===== config.mk =====
export PLATFORM = sky130hd
export DESIGN_NAME = mvn_front
export DESIGN_NICKNAME = d
export VERILOG_FILES = /design/src/hdl/mvn_pkg.sv /design/src/hdl/mvn_front.sv
export SDC_FILE = /design/constraint.sdc
export NUM_CORES = 1
export LEC_CHECK = 0
export ABC_AREA = 1
export BUFFER_PORTS_ARGS = -buffer_cell sky130_fd_sc_hd__buf_2
export CAP_MARGIN = 20
export CORE_UTILIZATION = 57
export DETAILED_ROUTE_END_ITERATION = 7
export HOLD_SLACK_MARGIN = 0.06
export MAX_ROUTING_LAYER = met4
export PLACE_DENSITY = 0.85
export SLEW_MARGIN = 20
export SYNTH_ARGS = -nofsm -noshare
export SYNTH_HDL_FRONTEND = slang
export SYNTH_SLANG_ARGS = --single-unit

===== constraint.sdc =====
create_clock -name clk -period 17.55 [get_ports clk]
set_input_delay 3.51 -clock clk [delete_from_list [all_inputs] [get_ports clk]]
set_output_delay 3.51 -clock clk [all_outputs]
set_load 0.05 [all_outputs]

===== src/hdl/mvn_pkg.sv =====
// Package for the mesh vertex normal unit: shared types, request codes, widths.
// No dependencies.
`default_nettype none
package mvn_pkg;
  localparam int MaxVertices = 1024;
  localparam int MaxFaces    = 2048;
  localparam int MaxAdj      = 63;

  localparam int VIdxW = 10;
  localparam int FIdxW = 11;
  localparam int PosW  = 16;
  localparam int FnW   = 35;
  localparam int SumW  = 41;
  localparam int NrmW  = 16;

  localparam logic [1:0] REQ_VLOAD = 2'd0;
  localparam logic [1:0] REQ_FLOAD = 2'd1;
  localparam logic [1:0] REQ_ADJ   = 2'd2;
  localparam logic [1:0] REQ_READ  = 2'd3;

  localparam logic [1:0] ST_OK    = 2'd0;
  localparam logic [1:0] ST_NOADJ = 2'd1;
  localparam logic [1:0] ST_ZERO  = 2'd2;

  typedef struct packed {
    logic [1:0]       req_type;
    logic [VIdxW-1:0] vertex_index;
    logic [FIdxW-1:0] face_index;
    logic [PosW-1:0]  pos_x;
    logic [PosW-1:0]  pos_y;
    logic [PosW-1:0]  pos_z;
    logic [VIdxW-1:0] corner_a;
    logic [VIdxW-1:0] corner_b;
    logic [VIdxW-1:0] corner_c;
  } req_t;
endpackage
`default_nettype wire


===== src/hdl/mvn_front.sv =====
// Front end: accepts requests, drops out-of-range ones, queues them for the back end.
// Depends on mvn_pkg.
`default_nettype none
module mvn_front #(
  parameter int MaxVertices = mvn_pkg::MaxVertices,
  parameter int MaxFaces    = mvn_pkg::MaxFaces
) (
  input  wire logic          clk,
  input  wire logic          rst,
  input  wire logic          start,
  input  mvn_pkg::req_t      req,
  output logic               busy,
  output logic               q_valid,
  output mvn_pkg::req_t      q_req,
  input  wire logic          q_pop
);
  import mvn_pkg::*;
  localparam int QDepth = 2;
  req_t       qmem [QDepth];
  logic       wptr, rptr;
  logic [1:0] count;
  logic       push, pop, keep;

  always_comb begin
    keep = 1'b1;
    case (req.req_type)
      REQ_VLOAD: keep = 32'(req.vertex_index) < MaxVertices;
      REQ_FLOAD: keep = 32'(req.face_index) < MaxFaces;
      REQ_ADJ:   keep = 32'(req.vertex_index) < MaxVertices
                     && 32'(req.face_index) < MaxFaces;
      REQ_READ:  keep = 1'b1;
      default:   keep = 1'b1;
    endcase
  end

  assign busy    = (count == 2'd2);
  assign push    = start && !busy && keep;
  assign pop     = q_pop && q_valid;
  assign q_valid = (count != 2'd0);
  assign q_req   = qmem[rptr];

  always_ff @(posedge clk) begin
    if (push) qmem[wptr] <= req;
    if (rst) begin
      wptr  <= 1'b0;
      rptr  <= 1'b0;
      count <= 2'd0;
    end else begin
      if (push) wptr <= ~wptr;
      if (pop) rptr <= ~rptr;
      count <= count + {1'b0, push} - {1'b0, pop};
    end
  end

`ifndef SYNTH
  a_no_overflow: assert property (@(posedge clk) disable iff (rst)
    count == 2'd2 |-> !push) else $error("queue overflow");
  a_no_underflow: assert property (@(posedge clk) disable iff (rst)
    count == 2'd0 |-> !pop) else $error("queue underflow");
  a_count_range: assert property (@(posedge clk) disable iff (rst)
    count != 2'd3) else $error("bad count");
`endif
endmodule
`default_nettype wire


Word level (Yosys, flattened, before mapping)
Memory sizes are Yosys's and may differ from the RTL's. A register that Yosys moved wholly into a read port is not among the register bits.
Index checks and enable logic that the tools add are counted.
{"block": "op_classes", "n_addsub": 2, "eq_ne": 4, "n_mux": 5, "n_bitwise": 2, "n_reduce_logical": 7}
{"operator": "== test 2 bit, second input constant", "count": 3}
{"operator": "two-way mux 1 bit", "count": 5}
{"operator": "OR reduction 4 bit", "count": 1}
{"operator": "logical AND 1 bit", "count": 3}
{"operator": "adder 2 x 1 -> 2 bit", "count": 1}
{"operator": "== test 2 x 1 -> 1 bit, second input constant", "count": 1}
{"operator": "zero test 2 bit", "count": 1}
{"operator": "NOT 1 bit", "count": 2}
{"operator": "nonzero test 2 bit", "count": 1}
{"operator": "subtractor 2 x 1 -> 2 bit", "count": 1}
{"operator": "zero test 1 bit", "count": 1}
{"block": "word_totals", "regBits": 4, "mem_bits_rw": 202, "input_bits": 105, "out_inout_bits": 103, "mem_count": 1}
{"name": "qmem", "words": 2, "word_bits": 101, "rd": 1, "rd_ports_with_merged_regs": 1, "wr": 1, "line": "mvn_front.sv:19", "text": "req_t qmem [QDepth];"}

Logic depth before layout (Yosys ltp)
Gate-level depths: netlist of the first run.
{"block": "depth", "word_depth": 6, "mapped_depth": 11, "mapped_depth_nobuf": 11}

Least setup slack after synthesis of the first run
No wires, ideal clock.
{"block": "synth_timing", "path_type": "input-to-reg", "startpoint": "input port start", "endpoint": "memory qmem[0][0] (netlist name), enable pin", "setup_ns": 0.561, "t_arrival_ns": 7.782, "t_required_ns": 16.989, "setup_slack_ns": 9.207, "path_stages": 2, "path_buffers": 0, "cell_sequence": "nand2_1 > nor2_1"}
{"block": "synth_between", "elab_chain_cells": 4}
{"item": "from (decl)", "line": "mvn_front.sv:10", "text": "input wire logic start,"}
{"item": "logical AND 1 bit (2 in a row)", "line": "mvn_front.sv:37", "text": "assign push = start && !busy && keep;"}
{"item": "two-way mux 1 bit", "line": "mvn_front.sv:43", "text": "if (push) qmem[wptr] <= req;"}
{"item": "two-way mux 1 bit (implied by the code)", "line": "mvn_front.sv:43"}
{"item": "to (decl)", "line": "mvn_front.sv:19"}
Every way passes these cells.

==> results of run 1 <==
[cell families (layout without fill, tap and decap cells)]
logic type / Yosys count / count (layout) / share of synthesized area
compound gates: 2 / 2 / 0.00125
other cells: 0 / 1 / 0
buf+inv: 20 / 253 / 0.0288
flops: 207 / 207 / 0.772
simple gates: 20 / 20 / 0.00987
fa+ha+maj: 2 / 2 / 0.00313
mux: 101 / 101 / 0.185
[path summary, 6_finish.rpt]
check	start	endpoint	slack, ns
setup / recovery	flip-flop	q_req[8]	11.04
hold / removal	rptr	rptr	0.52
hold reg to reg	rptr	rptr	0.52
setup reg to reg	count[0]	qmem[0][29]	15.34
[per-layer routing]
metal,up-vias,track usage,part of all wire,routed length (microns)
li1,1811,-,-,-
met3,24,0.0599,0.096,1330
met2,181,0.342,0.52,7150
met4,0,0.0486,0.021,286
met1,1917,0.215,0.37,5080
met5,-,-,0,0
[synthesized netlist by cell type]
cell type,instances,area (sq um)
sky130_fd_sc_hd__buf_6,1,11.3
sky130_fd_sc_hd__inv_1,9,33.8
sky130_fd_sc_hd__buf_2,1,5.00
sky130_fd_sc_hd__dfxtp_1,5,100
sky130_fd_sc_hd__edfxtp_1,202,6070
sky130_fd_sc_hd__nor2_1,9,33.8
sky130_fd_sc_hd__nand2_1,8,30.0
sky130_fd_sc_hd__nand3_1,3,15.0
sky130_fd_sc_hd__a21oi_1,2,10.0
sky130_fd_sc_hd__buf_12,9,180
sky130_fd_sc_hd__mux2_4,90,1350
sky130_fd_sc_hd__mux2_2,11,124
sky130_fd_sc_hd__ha_1,2,25.0
[critical path: cells and delay by family (launching register included)]
kind,cells,cell delay [ns]
buf+inv,2,1.05
flops,1,0.92
mux,1,0.42
[cell type report]
class                           instances  area [sq um]
Sequential cell                       207          6170
Fill cell                             831          3780
Multi-Input combinational cell        125          1600
Timing Repair Buffer                  210          1070
Clock buffer                           27           548
Tap cell                              176           220
Inverter                                9          36.3
Clock inverter                          7          35.0
Antenna cell                            1          2.50
[power breakdown]
group | switching (W) | internal [W]
Combinational | 0.000374 | 0.000173
Clock | 0.000166 | 0.000219
Sequential | 0.0000368 | 0.000627
Total | 0.000577 | 0.00102
[flip-flops by register name, indices dropped and copies added, names as in the netlist, named ones only]
name and cells:
qmem 202, rptr 1, wptr 1, count 2
[metrics by stage]
step | worst slack, ns | utilization | area [sq um] | hold slack, ns | total power [W]
after global routing | 10.94 | 0.719 | 9670 | 0.540 | 0.00165
final | 11.04 | 0.719 | 9670 | 0.522 | 0.00160
after floorplan | 9.21 | - | 7990 | 0.467 | 0.00114
after CTS | 11.02 | 0.718 | 9660 | 0.519 | 0.00161
after global placement | 11.59 | 0.675 | 9080 | 0.489 | 0.00121
after detailed placement | 11.53 | 0.675 | 9080 | 0.493 | 0.00122
==> summary by stage, run 1 <==
Floorplan
The placement row count is 42. The starting density of the core is 0.594. Measured along the x axis, the die boundary spans 120 microns. The area enclosed by the die boundary is 14500 sq um. The floorplan step set the die height to 120 microns. The floorplan step defined a core boundary enclosing 13500 sq um. The boundary pin count is 208.

Timing
Adding up every negative setup slack in the final design gives 0 ns. Setup repair after global routing left no endpoint under its margin. The post-route clock skew is 0.0112 ns. The total count of max-transition violations in the final report is 0. Setup violations remaining at the end of the flow were counted as 0. Dividing the final minimum period by the clock period gives 0.371. The worst slew slack as a fraction of its limit is 0.386.

The total count of hold-check failures in the final report was 0. The achievable frequency is 0.154 GHz. The actual transition at the worst max-transition pin is 0.921 ns.

The final critical path time including I/O delays and setup is 6.51 ns.

Pwr
IR analysis of the VDD net gives a maximum drop of 151 uV. In this run the power density over the cells is 165 nW/um^2. The static leakage power is 3.84 nW.

Route
The average routed wire per standard cell is 18.2 microns. After the first detailed-routing iteration, the DRC count stood at 198. For this run, design rule violations remaining after detail routing come to 0.

The number of vias in the routed layout is 3933. After detailed routing, the number of vias per cell comes to 5.16. The total length of routed wires is 13800 microns. The detail route stage leaves a number of antenna-violating nets equal to 0. The first-pass iteration count of the detailed router is 4.

Layout
Of the cells placed in the final design, the portion with a size suffix greater than 1 is 0.581. The number of nets in the layout is 681. The area growth from synthesis to final layout is 21.2%. The non-filler instance count after layout is 762. In the layout the commonest cells are sky130_fd_sc_hd__buf_2, sky130_fd_sc_hd__edfxtp_1, sky130_fd_sc_hd__mux2_4. Leaving out fill and tap cells, the most frequent cell in the layout is sky130_fd_sc_hd__buf_2.

Setup path
The critical-path cell with the highest stage delay is sky130_fd_sc_hd__dfxtp_4. Counting cells, the worst reg-to-reg path comes to 5. The highest cell delay on the worst timing path is 0.92 ns. The worst setup path is captured at an output pin.

The kind of start point of the critical path is a flip-flop. Traced cell by cell, the critical path runs through buf_4 > mux2_2 > buf_2. Data on the critical path arrives at its endpoint at 3.00 ns.

The startpoint-to-endpoint class of the critical path is flip-flop to output pin. The largest fanout of any net on the critical path is 52. STA puts the critical path data required time at 14.04 ns.

Clock tree
The latest clock arrival within the worst-skew pair is 0.48 ns. The TritonCTS buffer count is 21. The count of H-tree levels built during CTS is 1.

Hold repair after CTS inserted 0 buffers. The number of gates resized after cts is 0. The clock drives 207 sinks. The CTS clock-pin slew for the worst setup and hold paths is 0.06 ns. The clock tree buffer depth is 3. Buffers added to address setup during post-CTS repair amount to 0. Clock tree synthesis selected as its root buffer the cell sky130_fd_sc_hd__clkbuf_16. TritonCTS built the clock tree.

Global route
Global routing finished with a remaining overflow of 0. The first-pass GRT wire length is 20800 microns. The via count of the first global-routing pass is 4192. Entering global routing, the biggest net connects 88 pins. In the global route stage, overall resource usage came out at 0.194. The initial antenna violation count is 1.

Synth
The cell area that synthesis handed to floorplanning was 7990 sq um. The synthesized instance count is 352. Counting every net in the synthesized netlist gives 459. Dividing the synthesized area by the synthesized cell count gives 22.7 sq um. The sequential cell area fraction in the yosys report is 0.772. The warning count from the yosys run is 0. The count of state elements after synthesis is 207. Yosys mapped the design onto 13 distinct sky130hd cell types.

Min path
The number of cells on the worst hold path is 2. The type of the worst min-delay path is flip-flop to flip-flop.

Job
The total of max-cap violations is 0.

Outcome
The flow ran to the end, and the final reports show no timing, DRC or antenna violations.

Placement
After legalization and detailed placement, the total HPWL measured 8820 microns. Including well taps, the total number of placed cells is 727. Routability-driven placement finished with a final weighted congestion of 0.797. The number of buffers added on ports is 207.
No activity file was read; power rests on OpenSTA's default activity.
==> run 2: changes to the inputs <==
- ABC_AREA: 1 -> 0
- CORE_UTILIZATION: 57 -> 52
- PLACE_DENSITY: 0.85 -> 0.79
- clock period: 17.55 -> 6.08 ns (I/O delays scaled with it)
==> run 2 against run 1 <==
  * Critical path depth did not move
  * Cell count is 0.79% lower
  * Clock power rose to 3.0 times the previous value
  * Global-route usage decreased by 1.4 points
  * Power increased to 2.8 times the previous value
  * Design area down 3.2%
  * Via count shrank 0.99%
==> summary by stage, run 2 <==
Clock tree
The latest clock arrival within the worst-skew pair was 0.49 ns (about the same). The TritonCTS buffer count was 20 (-4.8%). The number of gates resized after cts came to 0 (unchanged). The number of hold-repair buffers added at the cts stage is 0 (unchanged). The tree is rooted in a sky130_fd_sc_hd__clkbuf_16.

The count of H-tree levels built during CTS is 1 (unchanged). The TritonCTS clock tree is yes. The setup fix buffers added after clock tree synthesis is 0 (unchanged). The clock tree buffer depth was 3 (unchanged).

The CTS clock-pin slew for the worst setup and hold paths came to 0.06 ns (about the same). The clock net sink count is 207 (unchanged).

Layout
The library cells used most frequently in the layout, excluding fill and tap cells, are sky130_fd_sc_hd__buf_2, sky130_fd_sc_hd__edfxtp_1, sky130_fd_sc_hd__mux2_2. The number of flip-flops in the largest register was 202 (unchanged). The number of nets in the layout was 668 (-1.9%). The share of the core filled with cells in the final layout is 0.667 (-0.0523). From synthesis to final layout, the design area changed by 24.0%. The most common library cell in the layout ignoring fill and taps is sky130_fd_sc_hd__buf_2.

The register bank with the most flops is qmem. The largest registers in the layout are qmem: 202 flops, count: 2 flops. The share of final-layout standard cells stronger than drive strength 1 was 0.607 (+0.0258).

Global route
The met3 layer usage reported by global route is 0.0493 (-0.0106). The aggregate global-route resource usage came to 0.181 (-0.0136). The leftover overflow at the end of global routing came to 0 (unchanged). The first-pass GRT wire length is 19900 microns (-4.4%). The pin count of the biggest net entering global routing is 69 (-22%). The via count of the first global-routing pass is 3921 (-6.5%). The initial antenna violation count is 1 (unchanged). The met2 layer usage reported by global route is 0.297 (-0.0449). met2 is the most crowded layer. The met1 usage in global routing is 0.220 (+0.00544).

Pwr
The cell area power density is 474 nW/um^2 (+190%). The worst ir drop on vdd is 450 uV (+200%). The static leakage power is 3.53 nW (-8.2%).

Outcome
The flow ran to the end, and the final reports show no timing, DRC or antenna violations.

Route
The first-pass iteration count of the detailed router is 5 (+1). The total DRC errors in the routed layout is 0 (unchanged). The per-cell via count in the routed design was 5.15 (-0.21%). The average routed wire per standard cell came to 17.9 microns (-1.6%).

The iteration-0 DRC count of the detailed router is 299 (+51%). The total length of routed wires is 13500 microns (-2.4%). The post-route antenna net violation count is 0 (unchanged). The number of vias in the routed layout came to 3894 (-0.99%).

Synth
The async set-reset flop share out of synthesis came to 0 (unchanged). The synthesized instance count is 340 (-3.4%). The mean area per synthesized cell came to 22.2 sq um (-2.1%).

The most used flip-flop cell after synthesis is sky130_fd_sc_hd__edfxtp_1. The warning count from the yosys run is 0 (unchanged). In the synthesized netlist, the cells that appear most often are sky130_fd_sc_hd__edfxtp_1, sky130_fd_sc_hd__mux2_2, sky130_fd_sc_hd__buf_6, sky130_fd_sc_hd__dfxtp_1. The area of the mapped netlist was 7550 sq um (-5.4%). The most common cell in the synthesized netlist is sky130_fd_sc_hd__edfxtp_1. By area the synthesized netlist is led by sky130_fd_sc_hd__edfxtp_1, sky130_fd_sc_hd__mux2_2, sky130_fd_sc_hd__buf_6.

The number of synthesized flops with an enable pin was 202 (unchanged). The count of cell types in the netlist is 21 (+8). The count of state elements after synthesis is 207 (unchanged). The sequential cell area fraction in the yosys report is 0.817 (+0.0444). The post-synthesis net count is 447 (-2.6%). The share of Yosys cell area claimed by the top area cell type is 0.803 (+0.0437). The biggest area consumer among synthesized cells is sky130_fd_sc_hd__edfxtp_1.

Placement
The sum of net half-perimeters after detailed placement came to 8710 microns (-1.3%). The final estimated routing congestion in global placement is 0.720 (-9.7%). The number of buffers added on ports is 207 (unchanged).

Min path
In this run the worst hold path is classified as flip-flop to flip-flop.

Timing
The setup total negative slack is 0 ns (unchanged). The actual transition at the worst max-transition pin is 0.907 ns (-0.0137 ns). Setup repair after global routing left no endpoint under its margin. Timing would allow up to 0.261 GHz. Of the available clock period, the critical path in the final layout requires 0.630.

Counting I/O delays and the setup requirement, the final critical path takes 3.83 ns. The total count of hold-check failures in the final report is 0 (unchanged). The worst slew slack as a fraction of its limit is 0.395 (+0.00915). The total of endpoints with negative setup slack in the final report was 0 (unchanged). The total count of max-transition violations in the final report is 0 (unchanged). The worst hold slack is 0.501 ns (-0.0211 ns).

The post-route clock skew is 0.0204 ns (+0.00918 ns).

Floorplan
The placement row count is 43 (+2.4%). The boundary pin count came to 208 (unchanged). The vertical extent of the die is 123 microns (+1.8%). The floorplan die width is 123 microns (+1.8%). The starting density of the core is 0.538 (-0.0558). The placeable core region is 14000 sq um (+4.4%).

The area enclosed by the die boundary was 15000 sq um (+3.6%).

Setup path
The arrival time at the worst endpoint is 2.62 ns (-0.38 ns). The kind of cell with the highest combined delay on the critical path is buffers and inverters. The count of buffering cells on the critical path with inverters included is 2 (unchanged). The endpoint class of the critical path is an output pin. The highest cell delay on the worst timing path is 0.71 ns (-0.21 ns). STA classifies the critical path startpoint as a flip-flop. The critical path is of the flip-flop to output pin type. The largest fanout of any net on the critical path came to 60 (+15%). The critical-path cell with the highest stage delay is sky130_fd_sc_hd__dfxtp_4.

Traced cell by cell, the critical path runs through buf_4 > mux2_2 > buf_2. The worst path required time is 4.86 ns (-9.18 ns).

Job
The total of max-cap violations is 0 (unchanged).
run 2: cell types whose count changed after synthesis, moves of 7 or more:
cell and change:
sky130_fd_sc_hd__buf_6 +8, sky130_fd_sc_hd__buf_12 -9, sky130_fd_sc_hd__mux2_2 +90, sky130_fd_sc_hd__nand2_1 -7, sky130_fd_sc_hd__mux2_4 -90
run 2: where the power goes:
group	leakage, nW	internal, W	switching, W	total, W
clock	0.317	0.000670	0.000490	0.00116
combinational	1.28	0.000393	0.00104	0.00143
sequential	1.93	0.00177	0.0000742	0.00185
run 2: final timing paths:
path,cells past startpoint,slack [ns],startpoint,endpoint
worst max-delay path,3,2.25,flip-flop,q_req[64]
worst min-delay path,2,0.50,wptr,wptr
worst max register to register,5,3.48,count[0],qmem[0][70]
worst min register to register,2,0.50,wptr,wptr
run 2: layout make-up:
type                       instances  area (sq um)
sequential                       207          6170
fill                             952          4680
antenna                            1          2.50
clock buffer                      29           584
clock inverter                     7          46.3
inverter                           4          17.5
timing repair buffer             210          1060
multi-input combinational        118          1260
tap                              180           225
run 2: kinds of logic (layout without fill, tap and decap cells):
| group | after synthesis | in the layout | share of synthesized area |
|---|---|---|---|
| flops | 207 | 207 | 0.817 |
| mux | 101 | 101 | 0.151 |
| compound gates | 3 | 3 | 0.00232 |
| xor+xnor | 3 | 3 | 0.00348 |
| buf+inv | 15 | 250 | 0.0171 |
| simple gates | 9 | 9 | 0.00663 |
| other cells | 0 | 1 | 0 |
| fa+ha+maj | 2 | 2 | 0.00331 |
run 2: worst register-to-register path: cells and delay by family (launching register included):
| kind | cells | cell delay (ns) |
|---|---|---|
| buffers and inverters | 3 | 1.30 |
| and+or+nand+nor | 2 | 0.55 |
| DFF | 1 | 0.38 |
run 2: routing by layer:
metal / share of wire / vias to the layer above
li1: - / 1786
met5: 0 / -
met2: 0.49 / 162
met1: 0.40 / 1922
met4: 0.017 / 0
met3: 0.091 / 24
run 2: stage by stage:
step                cells  area (sq um)  worst slack, ns  power, W
global placement      719          8730             2.72   0.00329
CTS                   755          9360             2.21   0.00448
detailed placement    719          8730             2.65   0.00332
finish                756          9360             2.25   0.00444
floorplan             340          7550             2.05   0.00304
global route          756          9360             2.08   0.00460
==> run 3: changes to the inputs <==
- ABC_AREA: 0 -> 1
- CORE_UTILIZATION: 52 -> 53
- PLACE_DENSITY: 0.79 -> 0.8
- clock period: 6.08 -> 3.8 ns (I/O delays scaled with it)
==> run 3 against run 2 <==
  * The run now ends with design-rule violations left
  * Combinational power rose by 80%
  * Sequential power grew 64%
  * Worst hold slack worse by 0.053 ns
  * Register-to-register slack got worse by 1.7 ns
  * Non-clock buffer count increased by 2
  * Critical path type unchanged
  * Critical endpoint is now q_req[21]
==> summary by stage, run 3 (synthesis gave the netlist of run 1 again) <==
Route
The iteration-0 DRC count of the detailed router was 231 (-23%). The average routed wire per standard cell came to 17.9 microns (+0.18%). The per-cell via count in the routed design came to 5.06 (-1.8%). The total DRC errors in the routed layout is 26 (+26). The total length of routed wires is 13900 microns (+2.7%). The number of vias in the routed layout came to 3920 (+0.67%). The first-pass iteration count of the detailed router is 6 (+1).

The post-route antenna net violation count is 0 (unchanged).

Layout
The most common library cell in the layout ignoring fill and taps is sky130_fd_sc_hd__buf_2. The share of final-layout standard cells stronger than drive strength 1 was 0.578 (-0.0290). The storage element area came to 6170 sq um (unchanged). The number of flip-flops in the largest register was 202 (unchanged). The area growth from synthesis to layout is 22.3%. In the layout the commonest cells are sky130_fd_sc_hd__buf_2, sky130_fd_sc_hd__edfxtp_1, sky130_fd_sc_hd__mux2_4. The share of the core filled with cells in the final layout is 0.667 (about the same).

The fill cell instance count of the final layout is 991 (+4.1%). More flip-flops sit in one register than any other, and that register is qmem. The area used by multi-input combinational logic is 1600 sq um (+27%).

The number of nets in the layout was 683 (+2.2%). The largest registers in the layout are qmem: 202 flops, count: 2 flops.

Setup path
The worst path required time was 3.04 ns (-1.82 ns). The instance count on the critical path is 3 (unchanged). The startpoint-to-endpoint class of the critical path is flip-flop to output pin.

Among all stages on the critical path, the largest delay is contributed by sky130_fd_sc_hd__dfxtp_4. The worst reg2reg path depth came to 5 (unchanged). The count of buffering cells on the critical path with inverters included is 2 (unchanged).

The kind of cell with the highest combined delay on the critical path is flip-flops. The reg-to-reg critical path endpoint is qmem[0][64]. The worst-case register-to-register setup slack came to 1.81 ns (-1.67 ns).

The highest cell delay on the worst timing path came to 0.82 ns (+0.11 ns). The critical register-to-register path startpoint is count[0]. STA classifies the critical path startpoint as a flip-flop. The signal on the critical path passes through buf_12 > mux2_4 > buf_2. In this run the worst setup path terminates at q_req[21].

The largest fanout of any net on the critical path is 40 (-33%). The arrival time at the worst endpoint is 2.24 ns (-0.38 ns). The endpoint class of the critical path is an output pin.

Global route
The first-pass GRT wire length is 21200 microns (+6.9%). The pin count of the biggest net entering global routing is 60 (-13%). The via count of the first global-routing pass was 4162 (+6.1%). The leftover overflow at the end of global routing was 0 (unchanged). The initial antenna violation count came to 1 (unchanged). The aggregate global-route resource usage is 0.183 (+0.00218).

Timing
The achievable frequency is 0.333 GHz. The total count of max-transition violations in the final report is 0 (unchanged). The setup total negative slack is 0 ns (unchanged). The portion of the clock cycle consumed by the worst path in the final layout is 0.789.

The post-route clock skew was 0.0134 ns (-0.00696 ns). The total of endpoints with negative setup slack in the final report is 0 (unchanged). The worst slew slack as a fraction of its limit is 0.479 (+0.0833). The worst path needs 3.00 ns of the cycle, external delays included. Setup repair after global routing left no endpoint under its margin. The actual transition at the worst max-transition pin is 0.780 ns (-0.127 ns). The total count of hold-check failures in the final report is 0 (unchanged).

Clock tree
The count of H-tree levels built during CTS is 1 (unchanged). The CTS clock-pin slew for the worst setup and hold paths was 0.06 ns (about the same). The clock tree buffer depth is 3 (unchanged). The library cell used as clock root buffer is sky130_fd_sc_hd__clkbuf_16. The number of gates resized after cts is 0 (unchanged). The clock net sink count is 207 (unchanged).

The setup fix buffers added after clock tree synthesis is 0 (unchanged). The number of hold-repair buffers added at the cts stage is 0 (unchanged). The latest clock arrival within the worst-skew pair is 0.48 ns (about the same). The TritonCTS clock tree is yes. The TritonCTS buffer count is 21 (+5.0%).

Floorplan
The starting density of the core is 0.545 (+0.00755). The vertical extent of the die came to 125 microns (+1.8%). The placeable core region is 14600 sq um (+4.3%). The floorplan die width came to 125 microns (+1.8%). The boundary pin count was 208 (unchanged). The area enclosed by the die boundary is 15600 sq um (+3.7%).

The placement row count is 44 (+2.3%).

Outcome
The checks that failed: design-rule violations. The flow ran to the end, but the final reports show violations.

Pwr
The static leakage power was 3.88 nW (+9.9%). The cell area power density came to 758 nW/um^2 (+60%). The worst ir drop on vdd is 507 uV (+13%).

Min path
The min-delay analysis places its worst path in the category input port to flip-flop. In this run the most critical hold path is launched from rst.

Placement
The sum of net half-perimeters after detailed placement is 9470 microns (+8.7%). The number of buffers added on ports was 207 (unchanged). The final estimated routing congestion in global placement is 0.729 (+1.2%).

Job
The total of max-cap violations is 0 (unchanged).
run 3: changes by cell type in the layout (fill, tap and decap cells not counted), moves of 3 or more:
cell                       previous run  this run
sky130_fd_sc_hd__mux2_4               0        90
sky130_fd_sc_hd__nor2_1               3         8
sky130_fd_sc_hd__buf_12               0         5
sky130_fd_sc_hd__nand3_1              0         3
sky130_fd_sc_hd__clkinv_2             6         3
sky130_fd_sc_hd__clkinv_1             0         6
sky130_fd_sc_hd__mux2_2             101        11
sky130_fd_sc_hd__nand2_1              1         8
sky130_fd_sc_hd__buf_4                3         0
sky130_fd_sc_hd__inv_1                2         8
sky130_fd_sc_hd__clkbuf_8             5         0
run 3: worst register-to-register path, cell delays in order (launching register included):
cell	delay [ns]
sky130_fd_sc_hd__dfxtp_1	0.35
sky130_fd_sc_hd__inv_1	0.07
sky130_fd_sc_hd__nand2_1	0.11
sky130_fd_sc_hd__nand2_1	0.12
sky130_fd_sc_hd__nor2_4	0.62
sky130_fd_sc_hd__buf_12	0.36
run 3: power breakdown:
group	internal [W]	switching, W	total (W)
combinational	0.000825	0.00175	0.00258
sequential	0.00289	0.000151	0.00304
clock	0.00102	0.000766	0.00178
run 3: metal layers:
| layer | share of wire | routed length, microns | track usage |
|---|---|---|---|
| met5 | 0 | 0 | - |
| met4 | 0.017 | 231 | 0.0523 |
| met3 | 0.060 | 839 | 0.0399 |
| met2 | 0.53 | 7380 | 0.318 |
| met1 | 0.39 | 5430 | 0.213 |
run 3: layout make-up:
| class | count | area share |
|---|---|---|
| diodes | 1 | 0.000256 |
| clock buffers | 27 | 0.0561 |
| clock inverters | 10 | 0.00474 |
| inverters | 9 | 0.00372 |
| multi-input cells | 125 | 0.163 |
| flip-flops and latches | 207 | 0.632 |
| well taps | 184 | 0.0236 |
| repair buffers | 212 | 0.116 |
run 3: how the worst min path moves through the flow:
stage / depth (start not counted) / endpoint / slack, ns
2_1_floorplan: 2 / flip-flop / 0.47
3_3_place_gp: 2 / rptr / 0.48
3_5_place_dp: 2 / rptr / 0.52
4_1_cts: 2 / count[0] / 0.44
5_1_grt: 1 / qmem[0][23] / 0.45
6_report: 2 / count[0] / 0.45
run 3: per-stage QoR:
stage               setup slack (ns)  hold WS [ns]  area, sq um  total power (W)  std cells
detailed placement              1.29         0.518         9170          0.00569        737
global placement                1.30         0.484         9170          0.00563        737
floorplan                      0.527         0.467         7990          0.00525        352
CTS                            0.763         0.437         9760          0.00747        774
global route                   0.708         0.446         9770          0.00767        775
finish                         0.801         0.448         9770          0.00740        775
